--- src/hw/rtl/sng_pkg.sv ---
// package: types, constants and codes for the spiking neuron group
`timescale 1ns / 1ps
package sng_pkg;

	localparam int NEURONS = 2;
	localparam int NW = (NEURONS > 1) ? $clog2(NEURONS) : 1;
	localparam int WDEPTH = NEURONS * NEURONS;
	localparam int WAW = (WDEPTH > 1) ? $clog2(WDEPTH) : 1;

	typedef enum logic [1:0] {
		ACT_TICK   = 2'd0,
		ACT_WEIGHT = 2'd1,
		ACT_VOLT   = 2'd2,
		ACT_ADAPT  = 2'd3
	} action_t;

	typedef enum logic [2:0] {
		REG_TARGET    = 3'd0,
		REG_THRESHOLD = 3'd1,
		REG_RESET_V   = 3'd2,
		REG_INCREMENT = 3'd3,
		REG_RETAIN    = 3'd4,
		REG_GAIN      = 3'd5
	} reg_index_t;

	typedef struct packed {
		logic [1:0]         action;
		logic [5:0]         neuron_index;
		logic [5:0]         target_index;
		logic signed [31:0] value;
	} in_item_t;

	typedef struct packed {
		logic [5:0]         out_neuron;
		logic signed [31:0] out_voltage;
		logic [31:0]        out_adaptation;
		logic               spiked;
		logic               last_report;
	} out_item_t;

	// classified request passed from front to back
	typedef struct packed {
		action_t            act;
		logic [NW-1:0]      row;
		logic [NW-1:0]      col;
		logic signed [31:0] value;
	} cmd_t;

	typedef struct packed {
		logic signed [31:0] target;
		logic signed [31:0] threshold;
		logic signed [31:0] reset_v;
		logic [31:0]        increment;
		logic [24:0]        retain;
		logic [31:0]        gain;
	} cfg_t;

	function automatic logic signed [31:0] sat32(input logic signed [33:0] x);
		logic signed [31:0] r;
		if (x > 34'sh0_7FFF_FFFF) begin
			r = 32'sh7FFF_FFFF;
		end else if (x < -34'sh0_8000_0000) begin
			r = 32'sh8000_0000;
		end else begin
			r = x[31:0];
		end
		return r;
	endfunction

endpackage

--- src/hw/rtl/sng_front.sv ---
// front end: accepts actions, drops out-of-range writes, queues requests
`timescale 1ns / 1ps
module sng_front (
	input  logic                clk,
	input  logic                arst_n,
	input  logic                push,
	output logic                full,
	input  sng_pkg::in_item_t   in_item,
	output logic                cmd_valid,
	input  logic                cmd_take,
	output sng_pkg::cmd_t       cmd
);
	localparam int QD = 2;
	sng_pkg::cmd_t q_q [QD];
	logic [1:0] cnt_q;
	logic rd_q, wr_q;
	logic keep, acc;
	sng_pkg::cmd_t nc;

	assign full = (cnt_q == 2'(QD));
	assign acc = push && !full;

	// classify: ticks always kept, writes need valid indices
	always_comb begin
		nc.act = sng_pkg::action_t'(in_item.action);
		nc.row = in_item.neuron_index[sng_pkg::NW-1:0];
		nc.col = in_item.target_index[sng_pkg::NW-1:0];
		nc.value = in_item.value;
		unique case (nc.act)
			sng_pkg::ACT_TICK:   keep = 1'b1;
			sng_pkg::ACT_WEIGHT: keep = (32'(in_item.neuron_index) < 32'(sng_pkg::NEURONS))
				&& (32'(in_item.target_index) < 32'(sng_pkg::NEURONS));
			default:             keep = 32'(in_item.neuron_index) < 32'(sng_pkg::NEURONS);
		endcase
	end

	assign cmd_valid = (cnt_q != 2'd0);
	assign cmd = q_q[rd_q];

	// request queue
	always_ff @(posedge clk or negedge arst_n) begin
		if (!arst_n) begin
			cnt_q <= 2'd0;
			rd_q <= 1'b0;
			wr_q <= 1'b0;
		end else begin
			if (acc && keep) begin
				wr_q <= !wr_q;
			end
			if (cmd_take) begin
				rd_q <= !rd_q;
			end
			cnt_q <= cnt_q + 2'(acc && keep) - 2'(cmd_take);
		end
	end

	always_ff @(posedge clk) begin
		if (acc && keep) begin
			q_q[wr_q] <= nc;
		end
	end
endmodule

--- config.mk ---
export PLATFORM = sky130hd
export DESIGN_NAME = sng_front
export DESIGN_NICKNAME = d
export VERILOG_FILES = /design/src/hw/rtl/sng_pkg.sv /design/src/hw/rtl/sng_front.sv
export SDC_FILE = /design/constraint.sdc
export NUM_CORES = 1
export LEC_CHECK = 0
export BUFFER_PORTS_ARGS = -buffer_cell sky130_fd_sc_hd__buf_4
export CORE_ASPECT_RATIO = 2
export CORE_MARGIN = 5
export CORE_UTILIZATION = 50
export CTS_BUF_LIST = sky130_fd_sc_hd__clkbuf_8 sky130_fd_sc_hd__clkbuf_16
export DETAILED_ROUTE_END_ITERATION = 8
export GPL_TIMING_DRIVEN = 1
export PLACE_DENSITY = 0.84
export SYNTH_ARGS = -nofsm -noshare
export SYNTH_HDL_FRONTEND = slang
export SYNTH_SLANG_ARGS = --single-unit
--- constraint.sdc ---
create_clock -name clk -period 4.9 [get_ports clk]
set_clock_uncertainty 0.05 [all_clocks]
set_input_delay 0.735 -clock clk [delete_from_list [all_inputs] [get_ports clk]]
set_output_delay 0.735 -clock clk [all_outputs]
set_load 0.02 [all_outputs]
**Word-level counts from Yosys, hierarchy flattened**

Memory sizes are Yosys's and may differ from the RTL's.
Cells that the tools add are included.

- RAM bits: 72
- Word-level logic and storage cells: 21
- Memories: 1
- Output and inout port bits: 38
- Input port bits: 50
- Register bits after elaboration: 4

- Equal/unequal tests: 2
- Reduce and logical (&&, ||, !) cells: 8
- Muxes and demuxes: 3
- Magnitude comparators: 2
- Add/subtract/negate cells: 2

Memories:

| memory | words | width | read ports | clocked after Yosys merged registers in | write ports | RTL line | source |
|---|---|---|---|---|---|---|---|
| q_q | 2 | 36 | 1 | 0 | 1 | sng_front.sv:14 | `sng_pkg::cmd_t q_q [QD];` |

Operator list:

| cell | count |
|---|---|
| < comparator 6 x 2 -> 1 bit, second input constant | 2 |
| logical AND 1 bit | 3 |
| zero test 1 bit | 3 |
| adder 2 x 1 -> 2 bit | 1 |
| == test 2 x 1 -> 1 bit, second input constant | 1 |
| == test 2 bit, second input constant | 1 |
| zero test 2 bit | 1 |
| 2-to-1 mux 1 bit | 2 |
| one-hot mux 1 bit (2 select lines) | 1 |
| nonzero test 2 bit | 1 |
| subtractor 2 x 1 -> 2 bit | 1 |

**Depth between registers and ports, before layout**

Gate-level depths: netlist of run 1.

- Depth after elaboration: 6
- Depth in mapped cells: 9

**Worst setup path after synthesis of run 1**

Ideal clock, no wire load.

- Kind: in2reg
- Start point: input port in_item[37] (netlist bit)
- End point: memory q_q[0][0] (netlist bit) (enable)
- Slack: 0.377 ns
- Setup time: 0.474 ns
- Path buffers: 0
- Arrival: 3.999 ns
- Stages on the path: 4
- Data required time: 4.376 ns
- Path through: or4_4 o21bai_4 a21oi_2 nor3_1

- Word-level cells in the longest chain between the ends: 6

Ends and longest elaborated chain:

| what | RTL line | source |
|---|---|---|
| start: declaration | sng_front.sv:8 | `input sng_pkg::in_item_t in_item,` |
| < comparator 6 x 2 -> 1 bit | sng_front.sv:32 | `&& (32'(in_item.target_index) < 32'(sng_pkg::NEURONS));` |
| logical AND 1 bit | sng_front.sv:32 |  |
| one-hot mux 1 bit (2 select lines) | sng_front.sv:29 | `unique case (nc.act)` |
| logical AND 1 bit | sng_front.sv:58 | `if (acc && keep) begin` |
| 2-to-1 mux 1 bit | sng_front.sv:58 |  |
| 2-to-1 mux 1 bit (implied by the code) | sng_front.sv:59 | `q_q[wr_q] <= nc;` |
| end: declaration | sng_front.sv:14 |  |

Every way passes these cells.

==> results of run 1 <==
[synth_stat cells]
| library cell | instances |
|---|---|
| edfxtp_1 | 72 |
| mux2_2 | 33 |
| buf_2 | 4 |
| dfrtp_1 | 4 |
| inv_1 | 3 |
| mux2_1 | 3 |
| ha_1 | 2 |
| nand2b_1 | 2 |
| nand4_1 | 2 |
| nor3_1 | 2 |
| or4_4 | 2 |
| xnor2_1 | 2 |
| a21oi_2 | 1 |
| and2_1 | 1 |
| nand2_1 | 1 |
| nor2_1 | 1 |
| nor2_4 | 1 |
| o211ai_1 | 1 |
| o21ai_0 | 1 |
| o21bai_4 | 1 |
| o221a_1 | 1 |
| or2_2 | 1 |
| xor2_1 | 1 |
[cell type report]
type	count	area [um2]	share of cell area (%)
Multi-Input combinational cell	59	607	15.6
Inverter	3	11.3	0.289
Timing Repair Buffer	92	691	17.7
Tap cell	61	76.3	1.96
Clock buffer	9	225	5.77
Sequential cell	76	2260	58.0
Clock inverter	7	27.5	0.706
[power breakdown]
part	total, mW	internal [mW]	leakage [nW]	switching [mW]
combinational	0.552	0.278	0.667	0.274
clock	0.550	0.330	0.136	0.220
sequential	0.792	0.756	0.697	0.0366
[sequential cells by signal, indices dropped and copies added, names as in the netlist]
signal	count
q_q	72
rd_q	1
cnt_q	2
wr_q	1
[logic make-up after synthesis]
group,after synthesis
AOI/OAI and AO/OA,5
buffers and inverters,7
and+or+nand+nor,13
adders and majority gates,2
muxes,36
DFF,76
xor gates and xnor gates,3
[cells in the final DEF, fill, tap and decap left out, types with 2 or more instances in the layout]
cell type,synthesis,routed
clkbuf_16,0,9
nor3_2,0,2
mux2_1,3,3
dfrtp_1,4,4
clkinv_1,0,3
nand2b_1,2,2
nand4_1,2,2
inv_1,3,6
or4_4,2,2
mux2_2,33,33
edfxtp_1,72,72
buf_4,0,92
ha_1,2,2
xnor2_1,2,2
[worst max path at each step]
stage	to	slack [ns]	cells after the start
global placement	cnt_q[1]	2.23	10
global route	cmd[34]	1.96	3
floorplan	q_q[0][0]	0.38	4
CTS	cmd[34]	2.02	3
finish	cmd[34]	2.07	3
detailed placement	cnt_q[1]	2.16	10
[metal layers]
metal	share of wire (%)	track usage [%]	wire [um]
met4	2.1	8.97	115
met3	8.3	6.40	446
met5	0	0	0
met1	32	14.2	1740
met2	57	27.1	3100
==> out/summary.txt, run 1 <==
GRT Overall Usage: 15.4%
Final nets: 293
hold-fix buffers at CTS: 0
global-route wire length before repair: 8.60 mm
final non-filler cell total: 307
CTS clock-pin slew for the worst setup and hold paths: 0.05 ns
initial antenna violation count: 0
largest net degree at the start of global routing: 24
required time of the worst setup path: 4.12 ns
Die Area: 7490 um2
worst hold path type: in2async
Finished Cell Area: 3900 um2
worst r2r path cells: 8
Synth Area in XOR/XNOR: 0.909%
routed len/inst: 17.6 um
Max rail drop VDD: 0.000447 V
dpl ws: 2.16 ns
Yosys top cell by area: edfxtp_1
detailed placement HPWL: 3.87 mm
Post-Syn Area: 2890 um2
Crit Path Category: reg2out
chip width: 63.8 um
hold_ws: 0.153 ns
number of fill cells: 391
Post-Synth Adder-Cell Area: 0.866%
Cell Pwr Density: 486 nW/um2
post-synthesis net count: 194
Yosys warnings: 0
slowest stage delay, CP: 0.72 ns
most frequent CP cell: buf_4
CP endpoint kind: output pin
ANT cells: 0
origin of the critical flop-to-flop path: cnt_q[1]
Static Leak: 1.50 nW
Synth top area share: 74.8%
Final Worst Setup Slack: 2.07 ns
slew margin rel.: 59.7%
crit path buf inv count: 2
CTS resizes: 0
CP arrival: 2.04 ns
Initial Util: 51.1%
CTS H-Tree Depth: 3
Worst path slowest cell: dfrtp_1
RSZ-0062 raised after global routing: no
period utilization: 57.7%
I/O Buffers: 87
Power Total: 1.89 mW
CP Cell Sequence: buf_4 -> mux2_2 -> buf_4
Final Wtd Congestion: 0.753
family with the most delay on the worst path: flip-flops
synthesized instance count: 142
# DRC: 0
Seq cells post-synth: 76
area grow syn2layout: 34.9%
Seq/Total Area, Yosys: 78.3%
worst-path maximum fanout: 23
max-slew violation count: 0
minimum clock period: 2.83 ns
total grt overflow: 0
slew of the pin with the lowest slew margin: 0.604 ns
Synth Area per Inst: 20.4 um2
post-synthesis mux area share: 14.0%
R2R setup slack: 3.18 ns
number of global-route vias before repair: 1812
status: finished clean
Routed WL: 5.40 mm
crit start category: register
Clock Tree Buf Depth: 2
Core Util, Final: 68.9%
maxcap violations: 0
FP Rows: 39
DP Cell Count: 291
setup TNS: 0 ns
synth unique cells: 23
RR Endpoint: cnt_q[1]
ANT nets after route: 0
worst skew pair latency: 0.32 ns
Core ar.: 5660 um2
largest family of logic cells by synthesized area: multiplexers
# clock sinks: 76
via count: 1618
Via density: 5.27
I/O pin count: 88
Clock Root Buffer: clkbuf_16
Setup Fix Bufs, Post-CTS: 0
DRT iter0 DRCs: 54
Critical path origin: rd_q
number of failing hold endpoints at the final stage: 0
# setup viols final: 0
share of cells above drive strength 1: 58.1%
Synth Area in Compound Gates: 1.77%
placed cell area: 3650 um2
Post-Synth Simple-Gate Area: 3.07%
CTS tree: built
Area contributors post-synth: edfxtp_1 75%, mux2_2 13%, dfrtp_1 3.5%, mux2_1 1.2%, ha_1 0.87%
drt pass-1 iters: 4
CTS buffer count: 9
Die Height: 118 um
max frequency: 0.354 GHz
Note: power is estimated with default switching activity, not from simulation.
==> run 2, diff against run 1 <==
==> constraint.sdc (replaced) <==
create_clock -name clk -period 2.6 [get_ports clk]
set_clock_uncertainty 0.05 [all_clocks]
set_input_delay 0.39 -clock clk [delete_from_list [all_inputs] [get_ports clk]]
set_output_delay 0.39 -clock clk [all_outputs]
set_load 0.02 [all_outputs]
==> run 2 against run 1 <==
Effect of this change: hold slack improved by 0.043 ns; wire length increased by 4.2%; sequential share of layout area decreased by 2.4 points; flip-flop and latch count unchanged; combinational power increased by 100%; total power increased by 110%; final cell count increased by 1.3%; die area unchanged; register-to-register slack got worse by 2.4 ns; critical path depth unchanged; non-clock buffer count increased by 4; critical path type unchanged.
==> out/summary.txt, run 2 (synthesized netlist as in run 1, its figures left out) <==
ANT nets after route: 0 (unchanged)
detailed placement HPWL: 4.13 mm (+6.9%)
largest registers: q_q (72), cnt_q (2)
area grow syn2layout: 40.8%
largest net degree at the start of global routing: 22 (-8.3%)
Cell Pwr Density: 998 nW/um2 (+110%)
worst hold path type: in2reg
Power Total: 4.06 mW (+110%)
Final nets: 297 (+1.4%)
slew margin rel.: 76.5% (+17 points)
Logic pwr share: 27.3% (-1.8 points)
via count: 1643 (+1.5%)
Max rail drop VDD: 0.000727 V (+63%)
P_sw: 1.05 mW (+98%)
Final Wtd Congestion: 0.713 (-5.2%)
GRT Overall Usage: 15.8% (+0.41 points)
minimum clock period: 2.10 ns
cell internal pwr: 3.01 mW (+120%)
worst-path maximum fanout: 11 (-52%)
CP endpoint kind: output pin
CTS tree: built
required time of the worst setup path: 2.16 ns (-1.96 ns)
ANT cells: 0 (unchanged)
max-slew violation count: 0 (unchanged)
number of global-route vias before repair: 1846 (+1.9%)
maxcap violations: 0 (unchanged)
Routed WL: 5.63 mm (+4.2%)
# DRC: 0 (unchanged)
Flop pwr share: 36.3% (-5.5 points)
Clock Root Buffer: clkbuf_16
Die Area: 7490 um2 (unchanged)
setup TNS: 0 ns (unchanged)
Final Worst Setup Slack: 0.505 ns (-1.57 ns)
hold_ws: 0.196 ns (+0.0433 ns)
commonest non-fill, non-tap cell in the layout: buf_4
chip width: 63.8 um (unchanged)
RSZ-0062 raised after global routing: no
Die Height: 118 um (unchanged)
Setup Fix Bufs, Post-CTS: 0 (unchanged)
period utilization: 80.6%
# clock sinks: 76 (unchanged)
routed len/inst: 18.1 um (+2.8%)
number of failing hold endpoints at the final stage: 0 (unchanged)
Clock Tree Buf Depth: 2 (unchanged)
total grt overflow: 0 (unchanged)
Via density: 5.28 (+0.24%)
DRT iter0 DRCs: 58 (+7.4%)
Clock power frac: 36.4% (+7.4 points)
crit start category: register
CP arrival: 1.66 ns (-0.38 ns)
Crit Path Category: reg2out
CTS resizes: 0 (unchanged)
global-route wire length before repair: 8.89 mm (+3.5%)
CTS H-Tree Depth: 3 (unchanged)
I/O Buffers: 87 (unchanged)
drt pass-1 iters: 4 (unchanged)
I/O pin count: 88 (unchanged)
Largest register FFs: 72 (unchanged)
dpl ws: 0.169 ns (-1.99 ns)
Static Leak: 1.57 nW (+4.4%)
largest register by flop count: q_q
initial antenna violation count: 0 (unchanged)
Initial Util: 51.1% (unchanged)
# setup viols final: 0 (unchanged)
worst skew pair latency: 0.32 ns (about the same)
max frequency: 0.477 GHz
CTS buffer count: 9 (unchanged)
CTS clock-pin slew for the worst setup and hold paths: 0.06 ns (about the same)
Core ar.: 5660 um2 (unchanged)
share of cells above drive strength 1: 60.4% (+2.3 points)
FP Rows: 39 (unchanged)
slew of the pin with the lowest slew margin: 0.352 ns (-0.252 ns)
status: finished clean
Sw Share: 25.8% (-2.2 points)
commonest non-fill, non-tap cells in the layout: 94 x buf_4, 72 x edfxtp_1, 33 x mux2_2, 9 x clkbuf_16
run 2: cell types whose count changed in the layout (fill, tap and decap cells not counted), moves of 2 or more:
cell,delta
nor3_2,-2
bufinv_16,+4
buf_4,+2
inv_1,-3
clkinvlp_4,+2
clkinv_1,-2
nor3_4,+2
run 2: final timing paths:
kind / startpoint / endpoint / slack (ns) / cells after the start
worst max register to register: cnt_q[1] / cnt_q[1] / 0.82 / 8
worst max-delay path: rd_q / cmd[19] / 0.50 / 3
worst min register to register: cnt_q[1] / cnt_q[1] / 0.45 / 1
max in group asynchronous: arst_n / wr_q / 2.05 / 2
worst min-delay path: in_item[28] / q_q[0][28] / 0.20 / 1
min in group asynchronous: arst_n / cnt_q[1] / 0.35 / 2
run 2: power groups by stage:
stage | registers, mW | clock network [mW] | logic [mW]
after global placement | 1.50 | 0 | 1.11
after global routing | 1.48 | 1.56 | 1.18
final | 1.47 | 1.48 | 1.11
after detailed placement | 1.50 | 0 | 1.13
after floorplan | 1.47 | 0 | 0.684
after CTS | 1.48 | 1.51 | 1.13
run 2: what timing repair did:
action	in CTS	in global routing
hold buffers	1	0
endpoints found under the setup margin	0	0
hold endpoints to repair	4	0
run 2: metal layers:
layer,up-vias,GRT usage [%],wire [um]
met2,58,28.6,3340
met1,810,14.7,1760
met4,0,8.45,133
met3,12,5.73,392
met5,-,0,0
li1,763,-,-
run 2: cell type report:
cell class / count / area (um2)
clock buffer: 9 / 225
tap: 61 / 76.3
multi-input combinational: 59 / 619
clock inverter: 7 / 139
timing repair buffer: 96 / 736
fill: 367 / 1590
sequential: 76 / 2260
inverter: 3 / 11.3
run 2: critical path, stage by stage (launching register included):
cell	delay (ns)
dfrtp_1	0.55
buf_4	0.26
mux2_2	0.36
buf_4	0.16
run 2: per-stage QoR:
step	instance area [um2]	cells	util, %
detailed placement	3690	294	65.3
CTS	4070	311	71.9
global route	4070	311	71.9
finish	4070	311	71.9
floorplan	2900	142	-
global placement	3690	294	65.3
